<file path="src/design/pls_pkg.sv">
// shared types and constants for the positional list store
`timescale 1ns / 1ps
package pls_pkg;

	localparam int DEPTH     = 64;
	localparam int WORD_BITS = 32;

	localparam int IDX_W  = $clog2(DEPTH);
	localparam int CNT_W  = $clog2(DEPTH + 1);
	localparam int GRP    = 8;
	localparam int GRP_W  = $clog2(GRP);
	localparam int NGRP   = (DEPTH + GRP - 1) / GRP;
	localparam int NGRP_W = (NGRP > 1) ? $clog2(NGRP) : 1;
	localparam int SEL_W  = GRP_W + NGRP_W;

	typedef enum logic [2:0] {
		OP_APPEND      = 3'd0,
		OP_INSERT      = 3'd1,
		OP_REMOVE_LAST = 3'd2,
		OP_REMOVE_AT   = 3'd3,
		OP_READ_AT     = 3'd4,
		OP_READ_LAST   = 3'd5
	} op_t;

	typedef enum logic [1:0] {
		ST_DONE  = 2'd0,
		ST_FULL  = 2'd1,
		ST_EMPTY = 2'd2
	} status_t;

	typedef enum logic [1:0] {
		S_IDLE,
		S_EXEC,
		S_READ,
		S_POST
	} state_t;

	typedef struct packed {
		logic [2:0]  operation;
		logic [15:0] position;
		logic [31:0] value;
	} request_t;

	typedef struct packed {
		logic [1:0]  status;
		logic [31:0] read_value;
		logic [6:0]  element_count;
	} result_t;

	typedef struct packed {
		logic load;
		logic exec;
		logic pick;
		logic emit;
	} dp_cmd_t;

	typedef struct packed {
		logic read_go;
	} dp_status_t;

endpackage

</file>
<file path="src/design/pls_ctrl.sv">
// sequencing state machine for the list store
`timescale 1ns / 1ps
module pls_ctrl import pls_pkg::*; (
	input  logic       clk,
	input  logic       arst_n,
	input  logic       req_valid,
	output logic       req_stall,
	output logic       rsp_valid,
	input  logic       rsp_stall,
	input  dp_status_t sts,
	output dp_cmd_t    cmd
);

	state_t state_q, state_d;
	logic   valid_q, valid_d;
	logic   out_free;

	always_ff @(posedge clk or negedge arst_n) begin
		if (!arst_n) begin
			state_q <= S_IDLE;
			valid_q <= 1'b0;
		end else begin
			state_q <= state_d;
			valid_q <= valid_d;
		end
	end

	assign out_free  = !valid_q || !rsp_stall;
	assign rsp_valid = valid_q;
	assign req_stall = (state_q != S_IDLE);

	always_comb begin
		state_d = state_q;
		valid_d = valid_q && rsp_stall;
		cmd     = '0;
		case (state_q)
			S_IDLE: begin
				if (req_valid) begin
					cmd.load = 1'b1;
					state_d  = S_EXEC;
				end
			end
			S_EXEC: begin
				cmd.exec = 1'b1;
				state_d  = sts.read_go ? S_READ : S_POST;
			end
			S_READ: begin
				cmd.pick = 1'b1;
				state_d  = S_POST;
			end
			S_POST: begin
				if (out_free) begin
					cmd.emit = 1'b1;
					valid_d  = 1'b1;
					state_d  = S_IDLE;
				end
			end
			default: begin
				state_d = S_IDLE;
			end
		endcase
	end

endmodule

</file>
<file path="config.mk">
export PLATFORM = sky130hd
export DESIGN_NAME = pls_ctrl
export DESIGN_NICKNAME = d
export VERILOG_FILES = /design/src/design/pls_pkg.sv /design/src/design/pls_ctrl.sv
export SDC_FILE = /design/constraint.sdc
export NUM_CORES = 1
export LEC_CHECK = 0
export ABC_CLOCK_PERIOD_IN_PS = 1450
export BUFFER_PORTS_ARGS = -buffer_cell sky130_fd_sc_hd__buf_2
export CAP_MARGIN = 15
export CORE_AREA = 3 3 40 42
export CTS_BUF_LIST = sky130_fd_sc_hd__clkbuf_16
export CTS_CLUSTER_SIZE = 40
export DETAILED_ROUTE_END_ITERATION = 6
export DIE_AREA = 0 0 43 45
export PLACE_DENSITY = 0.43
export SYNTH_ARGS = -nofsm -noshare
export SYNTH_HDL_FRONTEND = slang
export SYNTH_SLANG_ARGS = --single-unit
</file>
<file path="constraint.sdc">
create_clock -name clk -period 1.45 [get_ports clk]
set_clock_uncertainty 0.05 [all_clocks]
set_input_delay 0.2175 -clock clk [delete_from_list [all_inputs] [get_ports clk]]
set_output_delay 0.2175 -clock clk [all_outputs]
set_load 0.01 [all_outputs]
</file>
==> flow_summary.yaml, run 1 <==
yosys:
  synth.top_cell.area_share: 0.3175
  ys_types: 13
  synth_seq_cells: 3
  netlist_top_cells_area: "dfrtp_1 32%, ha_1 26%, inv_1 6.3%"
  synth_fp_nets: 32
  yosysTopAreaCell: "dfrtp_1"
  yosysSeqAreaShare: 0.3175
  syn_inst: 22
  ys_warn_count: 0
  syn_area_per_cell_um2: 10.75
  syn_area_um2: 236.5
power:
  powerDensity_nw_per_um2: 2553
  leakagePower_nw: 0.2164
  power.total_mw: 1.111
  ir_drop_mv: 1.128
run:
  cap_violations: 0
place:
  hpwl_um: 397.3
  place.gp.congestion: 0.6941
  port_buffers: 10
critical_path:
  crit_family: "flip-flops"
  cp_data_arrival_time_ns: 1.15
  crit_buf_inv: 2
  startpoint_type: "register"
  critPathSlowestCell: "dfrtp_1"
  crit_path_end_kind: "output port"
  worstSetupPathType: "register to output port"
  path_max_fanout: 5
  cp.required_ns: 1.18
  max_stage_delay_ns: 0.41
  crit_chain: "inv_2 > ha_4 > and2_4 > buf_6"
final_layout:
  area.sequential_um2: 76.32
  antennaDiodeCount: 0
  multiInputGateArea_um2: 172.7
  fin_nets: 49
  drive_gt1_frac: 0.6053
  syn_to_final_growth_pct: 84.13
  n_fill_cell: 128
floorplan:
  dieHeight_um: 45
  dieArea_um2: 1935
  fp.coreArea_um2: 1285
  ios: 11
  num_rows: 13
  initial_core_util: 0.1840
  fp.dieW_um: 43
clock_network:
  clkTransAtPathRegs_ns: 0.03
  cts-buffers-inserted: 3
  cts_max_path_buffers: 2
  cts_root_buffer: "clkbuf_16"
  insertion_delay_ns: 0.22
  tritoncts: "yes"
  htreeDepth: 1
  cts.sinks: 3
grt:
  track_usage: 0.06255
  grt_max_degree: 6
  grt_antenna_before_repair: 0
  gr-total-overflow: 0
  grt_pass1_wl_um: 828
  grt_pass1_vias: 214
route:
  wirelength_um: 512
  drc: 0
  wl_per_cell_um: 9.660
  num_vias: 208
  viasPerCell: 3.925
  drt_iter0_markers: 0
  ant_nets: 0
  drtPass1Iterations: 1
timing:
  finalCritPeriodShare: 0.9752
  maxSlewViolCount: 0
  hold-worst-slack_ns: 0.1937
  fin_crit_ns: 1.414
  tightest_slew_ns: 0.1939
  clock.fmax_ghz: 0.7072
  relSlewSlack: 0.8700
  setup_viol: 0
  hold_violations: 0
min_path:
  hold_path_class: "primary input to register"
run_status:
  status: "completed"
through the flow:
step | instances | TNS, ns | area [um2] | setup WS, ns | utilization
final | 53 | 0 | 435.4 | 0.03597 | 0.3389
after global placement | 47 | 0 | 305.3 | 0.1428 | 0.2376
after global routing | 53 | -0.008707 | 435.4 | -0.008707 | 0.3389
after CTS | 52 | -0.01248 | 409.1 | -0.01248 | 0.3184
after floorplan | 22 | 0 | 236.5 | 0.2585 | -
after detailed placement | 47 | 0 | 305.3 | 0.1250 | 0.2376
cell type report:
| type | instances | area share |
|---|---|---|
| well taps | 15 | 0.04310 |
| inverters | 4 | 0.03448 |
| clock inverters | 1 | 0.008621 |
| clock buffers | 3 | 0.1724 |
| flip-flops and latches | 3 | 0.1753 |
| multi-input cells | 15 | 0.3966 |
| repair buffers | 12 | 0.1695 |
worst register-to-register path: cells and delay by family (launching register included):
kind,cells,cell delay (ns)
AND/OR/NAND/NOR,1,0.07
buffers and inverters,2,0.23
AO/OA/AOI/OAI,2,0.27
adder cells (fa/ha/maj),1,0.17
flip-flops,1,0.41
power breakdown:
part | leakage (nW) | switching [mW] | internal, mW
registers | 0.0344 | 0.0591 | 0.134
logic | 0.140 | 0.239 | 0.249
clock network | 0.0423 | 0.0756 | 0.356
worst paths after layout:
check | end | startpoint | cells after the start | slack, ns
setup / recovery | cmd[3] | state_q[0] | 4 | 0.04
hold / removal | rsp_valid | rsp_stall | 2 | 0.19
setup reg to reg | state_q[1] | state_q[0] | 6 | 0.12
hold reg to reg | rsp_valid | rsp_valid | 1 | 0.49
max in group asynchronous | state_q[1] | arst_n | 2 | 0.96
min in group asynchronous | state_q[1] | arst_n | 2 | 0.27
sequential cells by signal, summed over array words and instances, names as in the netlist:
signal	flops
state_q	2
rsp_valid	1
layer usage:
metal / part of all wire / track usage
met5: 0 / 0
met4: 0 / 0.07229
met3: 0.053 / 0.02390
met2: 0.54 / 0.09880
met1: 0.41 / 0.05811
cell usage after synthesis, drive strengths merged:
library cell,n
o211ai,1
a31o,1
nand2b,1
a211oi,1
and2,1
a21oi,1
dfrtp,3
nand3,1
a32oi,1
ha,5
inv,4
a21boi,1
a21o,1
placed cells by master (no fill, tap or decap), types with 2 or more instances in the layout:
cell       instances
buf_2              9
clkbuf_16          3
inv_1              3
ha_1               3
ha_4               2
dfrtp_1            2
inv_2              2
what timing repair did:
item                                    CTS  global route
endpoints found under the hold margin     3             0
hold buffers                              1             0
pin swaps                                 0             2
resized for setup                         5             4
cloned                                    0             0
endpoints found under the setup margin    2             2
buffers inserted                          0             1
cell families after synthesis:
kind of cell | after synthesis | share of synthesized area
compound gates | 7 | 0.2223
fa+ha+maj | 5 | 0.2646
buf+inv | 4 | 0.06347
flops | 3 | 0.3175
simple gates | 3 | 0.1323
Power figures use the tool's default switching activity.
==> run 2: changes to the inputs <==
--- a/config.mk
+++ b/config.mk
@@ -8,11 +8,11 @@
 export ABC_CLOCK_PERIOD_IN_PS = 1450
 export BUFFER_PORTS_ARGS = -buffer_cell sky130_fd_sc_hd__buf_2
 export CAP_MARGIN = 15
-export CORE_AREA = 3 3 40 42
+export CORE_AREA = 2 2 39 41
 export CTS_BUF_LIST = sky130_fd_sc_hd__clkbuf_16
 export CTS_CLUSTER_SIZE = 40
 export DETAILED_ROUTE_END_ITERATION = 6
-export DIE_AREA = 0 0 43 45
+export DIE_AREA = 0 0 41 43
 export PLACE_DENSITY = 0.43
 export SYNTH_ARGS = -nofsm -noshare
 export SYNTH_HDL_FRONTEND = slang
==> run 2 against run 1 <==
  * Register-to-register slack barely moved
  * Highest routed layer unchanged
  * Routed wire length is 5.3% higher
  * Critical path type unchanged
  * Worst setup slack better by 0.013 ns
==> flow_summary.yaml, run 2 (synthesized netlist as in run 1, its figures left out) <==
clock_network:
  insertion_delay_ns: 0.22
  tritoncts: "yes"
  cts_root_buffer: "clkbuf_16"
  cts_max_path_buffers: 2
  cts-buffers-inserted: 3
  cts.sinks: 3
  clkTransAtPathRegs_ns: 0.03
  htreeDepth: 1
final_layout:
  final_area_um2: 440.4
  drive_gt1_frac: 0.6000
  n_fill_cell: 141
  syn_to_final_growth_pct: 86.24
  antennaDiodeCount: 0
  instances_no_fill: 56
  fin_nets: 51
  area.sequential_um2: 75.07
  fin_util: 0.3183
  largest_register_ffs: 2
  final_common_cell: "buf_2"
  multiInputGateArea_um2: 162.7
  largest_register: "state_q"
power:
  power.total_mw: 1.144
  powerDensity_nw_per_um2: 2597
  leakagePower_nw: 0.2251
  ir_drop_mv: 1.048
  seqPwrFrac: 0.151
  p_int_mw: 0.7711
  combPwrFrac: 0.469
  p_switching_mw: 0.3729
  power_switching_share: 0.3260
  power_frac_clock: 0.379
grt:
  grt_pass1_vias: 201
  gr-total-overflow: 0
  track_usage: 0.07553
  grt_antenna_before_repair: 0
  grt_max_degree: 6
  grt_pass1_wl_um: 834
place:
  dp_cells: 48
  dpl_cell_area_um2: 306.5
  port_buffers: 10
  hpwl_um: 348.3
  place.gp.congestion: 0.5992
route:
  dr_wl_met2_um: 238
  drt_iter0_markers: 2
  viasPerCell: 4.036
  wl_met1_um: 254
  wirelength_um: 539
  wl_per_cell_um: 9.625
  drtPass1Iterations: 2
  met3WireLength_um: 46
  num_vias: 226
  ant_nets: 0
  drc: 0
  route.top_layer_used: "met3"
timing:
  fin_setup_tns_ns: 0
  clock.fmax_ghz: 0.7135
  finalCritPeriodShare: 0.9665
  setup_viol: 0
  maxSlewViolCount: 0
  fin_crit_ns: 1.401
  hold_violations: 0
  tightest_slew_ns: 0.2124
  relSlewSlack: 0.8576
  rsz0062_at_grt: "true"
critical_path:
  worstSetupPathType: "register to output port"
  rrSetupSlack_ns: 0.13
  cp_data_arrival_time_ns: 1.13
  path_max_fanout: 3
  crit_path_end_kind: "output port"
  startpoint_type: "register"
  r2r_cells: 5
  reg2reg_from: "state_q[0]"
  timing.rr.end: "state_q[0]"
  cp.required_ns: 1.18
floorplan:
  ios: 11
  dieArea_um2: 1763
  fp.coreArea_um2: 1384
  fp.dieW_um: 41
  dieHeight_um: 43
  num_rows: 14
  initial_core_util: 0.1709
min_path:
  min_from: "rsp_stall"
  holdPathStages: 2
  hold_path_class: "primary input to register"
  holdPathEnd: "rsp_valid"
run_status:
  status: "completed"
run:
  cap_violations: 0
[run 2: layout make-up]
class | instances | area share
well taps | 16 | 0.04545
flip-flops and latches | 3 | 0.1705
multi-input cells | 15 | 0.3693
inverters | 4 | 0.03409
repair buffers | 14 | 0.2017
clock inverters | 1 | 0.008523
clock buffers | 3 | 0.1705
[run 2: per-layer routing]
metal  global-route usage  vias up
met4              0.06000        0
met3              0.03141        0
li1                     -      113
met1              0.09416      102
met5                    0        -
met2              0.09688       11
[run 2: critical path, stage by stage, from the launching register on]
cell and delay, ns:
dfrtp_1 0.38, ha_2 0.22, a21boi_0 0.16, buf_2 0.15
[run 2: how the worst max path moves through the flow]
stage                     cells past startpoint  startpoint          to  slack, ns
after floorplan                               4  state_q[0]  state_q[1]       0.26
final                                         3  state_q[1]      cmd[0]       0.05
after CTS                                     4  state_q[0]      cmd[3]       0.01
after global placement                        4  state_q[0]      cmd[3]       0.12
after global routing                          3  state_q[1]      cmd[0]      -0.01
after detailed placement                      4  state_q[0]      cmd[3]       0.11
[run 2: repair_timing]
action	CTS	global route
hold buffers	1	0
hold endpoints to repair	3	0
pin swaps	0	1
setup endpoints to repair	2	2
gates resized for setup	4	3
setup buffers	2	1
[run 2: power by group through the flow]
| stage | sequential [mW] | clock, mW | combinational (mW) |
|---|---|---|---|
| after floorplan | 0.173 | 0 | 0.286 |
| after global placement | 0.174 | 0 | 0.413 |
| after detailed placement | 0.175 | 0 | 0.410 |
| after CTS | 0.172 | 0.444 | 0.499 |
| after global routing | 0.183 | 0.455 | 0.601 |
| final | 0.173 | 0.434 | 0.537 |
[run 2: stage by stage]
step | setup slack [ns] | hold WS, ns
2_1_floorplan | 0.2585 | -0.1281
3_3_place_gp | 0.1150 | -0.03481
4_1_cts | 0.01189 | 0.1873
3_5_place_dp | 0.1142 | -0.03396
6_report | 0.04853 | 0.1879
5_1_grt | -0.01393 | 0.1968
==> run 3: changes to the inputs <==
--- a/config.mk
+++ b/config.mk
@@ -8,12 +8,14 @@
 export ABC_CLOCK_PERIOD_IN_PS = 1450
 export BUFFER_PORTS_ARGS = -buffer_cell sky130_fd_sc_hd__buf_2
 export CAP_MARGIN = 15
+export CELL_PAD_IN_SITES_DETAIL_PLACEMENT = 1
+export CELL_PAD_IN_SITES_GLOBAL_PLACEMENT = 2
 export CORE_AREA = 2 2 39 41
 export CTS_BUF_LIST = sky130_fd_sc_hd__clkbuf_16
 export CTS_CLUSTER_SIZE = 40
 export DETAILED_ROUTE_END_ITERATION = 6
 export DIE_AREA = 0 0 41 43
-export PLACE_DENSITY = 0.43
+export PLACE_DENSITY = 0.61
 export SYNTH_ARGS = -nofsm -noshare
 export SYNTH_HDL_FRONTEND = slang
 export SYNTH_SLANG_ARGS = --single-unit
==> run 3 against run 2 <==
  * Critical path depth is the same
  * Via count is 4.0% higher
  * Sequential power grew 6%
  * Critical path type unchanged
  * Critical endpoint unchanged
  * Highest routed layer unchanged
==> flow_summary.yaml, run 3 (synthesized netlist as in run 1, its figures left out) <==
clock_network:
  cts.sinks: 3
  tritoncts: "yes"
  clkTransAtPathRegs_ns: 0.03
  insertion_delay_ns: 0.22
  cts_root_buffer: "clkbuf_16"
  cts_max_path_buffers: 2
  cts-buffers-inserted: 3
  htreeDepth: 1
final_layout:
  fin_util: 0.3382
  drive_gt1_frac: 0.6667
  instances_no_fill: 58
  syn_to_final_growth_pct: 97.88
  largest_register: "state_q"
  final_common_cell: "buf_2"
  largest_register_ffs: 2
  fin_nets: 53
  final_area_um2: 467.9
  mostFrequentLayoutCells: "9 x buf_2, 4 x buf_4"
  antennaDiodeCount: 0
timing:
  fin_ws_ns: 0.05152
  hold_violations: 0
  fin_crit_ns: 1.398
  fin_setup_tns_ns: 0
  maxSlewViolCount: 0
  setup_viol: 0
  finalCritPeriodShare: 0.9645
  clock.fmax_ghz: 0.7151
  hold-worst-slack_ns: 0.2128
  tightest_slew_ns: 0.1760
  relSlewSlack: 0.8821
grt:
  grt_max_degree: 5
  grt_use_met1: 0.09416
  grt-busiest-layer: "met2"
  grt_pass1_wl_um: 959
  track_usage: 0.08661
  met3_usage: 0.01571
  gr-total-overflow: 0
  grt_pass1_vias: 231
  use_met2: 0.1313
  grt_antenna_before_repair: 0
power:
  power.total_mw: 1.232
  ir_drop_mv: 1.083
  leakagePower_nw: 0.2385
  powerDensity_nw_per_um2: 2633
critical_path:
  crit_start: "state_q[0]"
  cp.required_ns: 1.18
  startpoint_type: "register"
  r2r_cells: 6
  timing.rr.end: "state_q[1]"
  cp-endpoint: "cmd[0]"
  cp_data_arrival_time_ns: 1.13
  rrSetupSlack_ns: 0.16
  path_max_fanout: 3
  reg2reg_from: "state_q[1]"
  worstSetupPathType: "register to output port"
  crit_path_end_kind: "output port"
floorplan:
  dieHeight_um: 43
  ios: 11
  dieArea_um2: 1763
  fp.dieW_um: 41
  num_rows: 14
  fp.coreArea_um2: 1384
  initial_core_util: 0.1709
route:
  wl_per_cell_um: 11.72
  drc: 0
  drtPass1Iterations: 1
  num_vias: 235
  ant_nets: 0
  drt_iter0_markers: 0
  wirelength_um: 680
  viasPerCell: 4.052
place:
  dp_cells: 48
  dpl_cell_area_um2: 306.5
  place.gp.congestion: 0.5435
  dp_slack_ns: 0.09847
  port_buffers: 10
run_status:
  status: "completed"
min_path:
  min_from: "rsp_stall"
  hold_path_class: "primary input to register"
run:
  cap_violations: 0
-- run 3: cell count changes in the layout (fill, tap and decap cells not counted), sizes merged --
cell | before | now
buf | 13 | 15
-- run 3: how the worst min path moves through the flow --
stage                     cells after the start         to  slack (ns)
after floorplan                               0  rsp_valid       -0.13
after global placement                        1  rsp_valid       -0.04
after detailed placement                      1  rsp_valid       -0.03
after CTS                                     2  rsp_valid        0.20
after global routing                          2  rsp_valid        0.24
final                                         2  rsp_valid        0.21
-- run 3: per-layer routing --
layer	share of wire	up-vias
li1	-	115
met1	0.38	109
met2	0.54	11
met3	0.075	0
met4	0	0
met5	0	-
-- run 3: final cells by class --
type	instances	area (um2)
clock buffers	3	75.07
well taps	16	20.02
flip-flops and latches	3	75.07
clock inverters	1	3.754
fillers	158	915.9
inverters	4	15.01
multi-input cells	15	171.4
repair buffers	16	107.6
-- run 3: repair_timing --
action	in CTS	in global routing
hold endpoints to repair	3	0
resized for setup	5	6
endpoints found under the setup margin	2	4
hold buffers	1	0
cloned	0	0
pin swaps	0	1
buffers inserted	2	3
-- run 3: power by group --
part,internal [mW],total (mW),switching [mW],leakage [nW]
Clock,0.356,0.430,0.0745,0.0423
Sequential,0.131,0.183,0.0527,0.0354
Combinational,0.337,0.618,0.282,0.161
-- run 3: critical path, stage by stage, from the launching register on --
cell,delay [ns]
dfrtp_1,0.40
ha_2,0.22
a21boi_2,0.15
buf_2,0.13
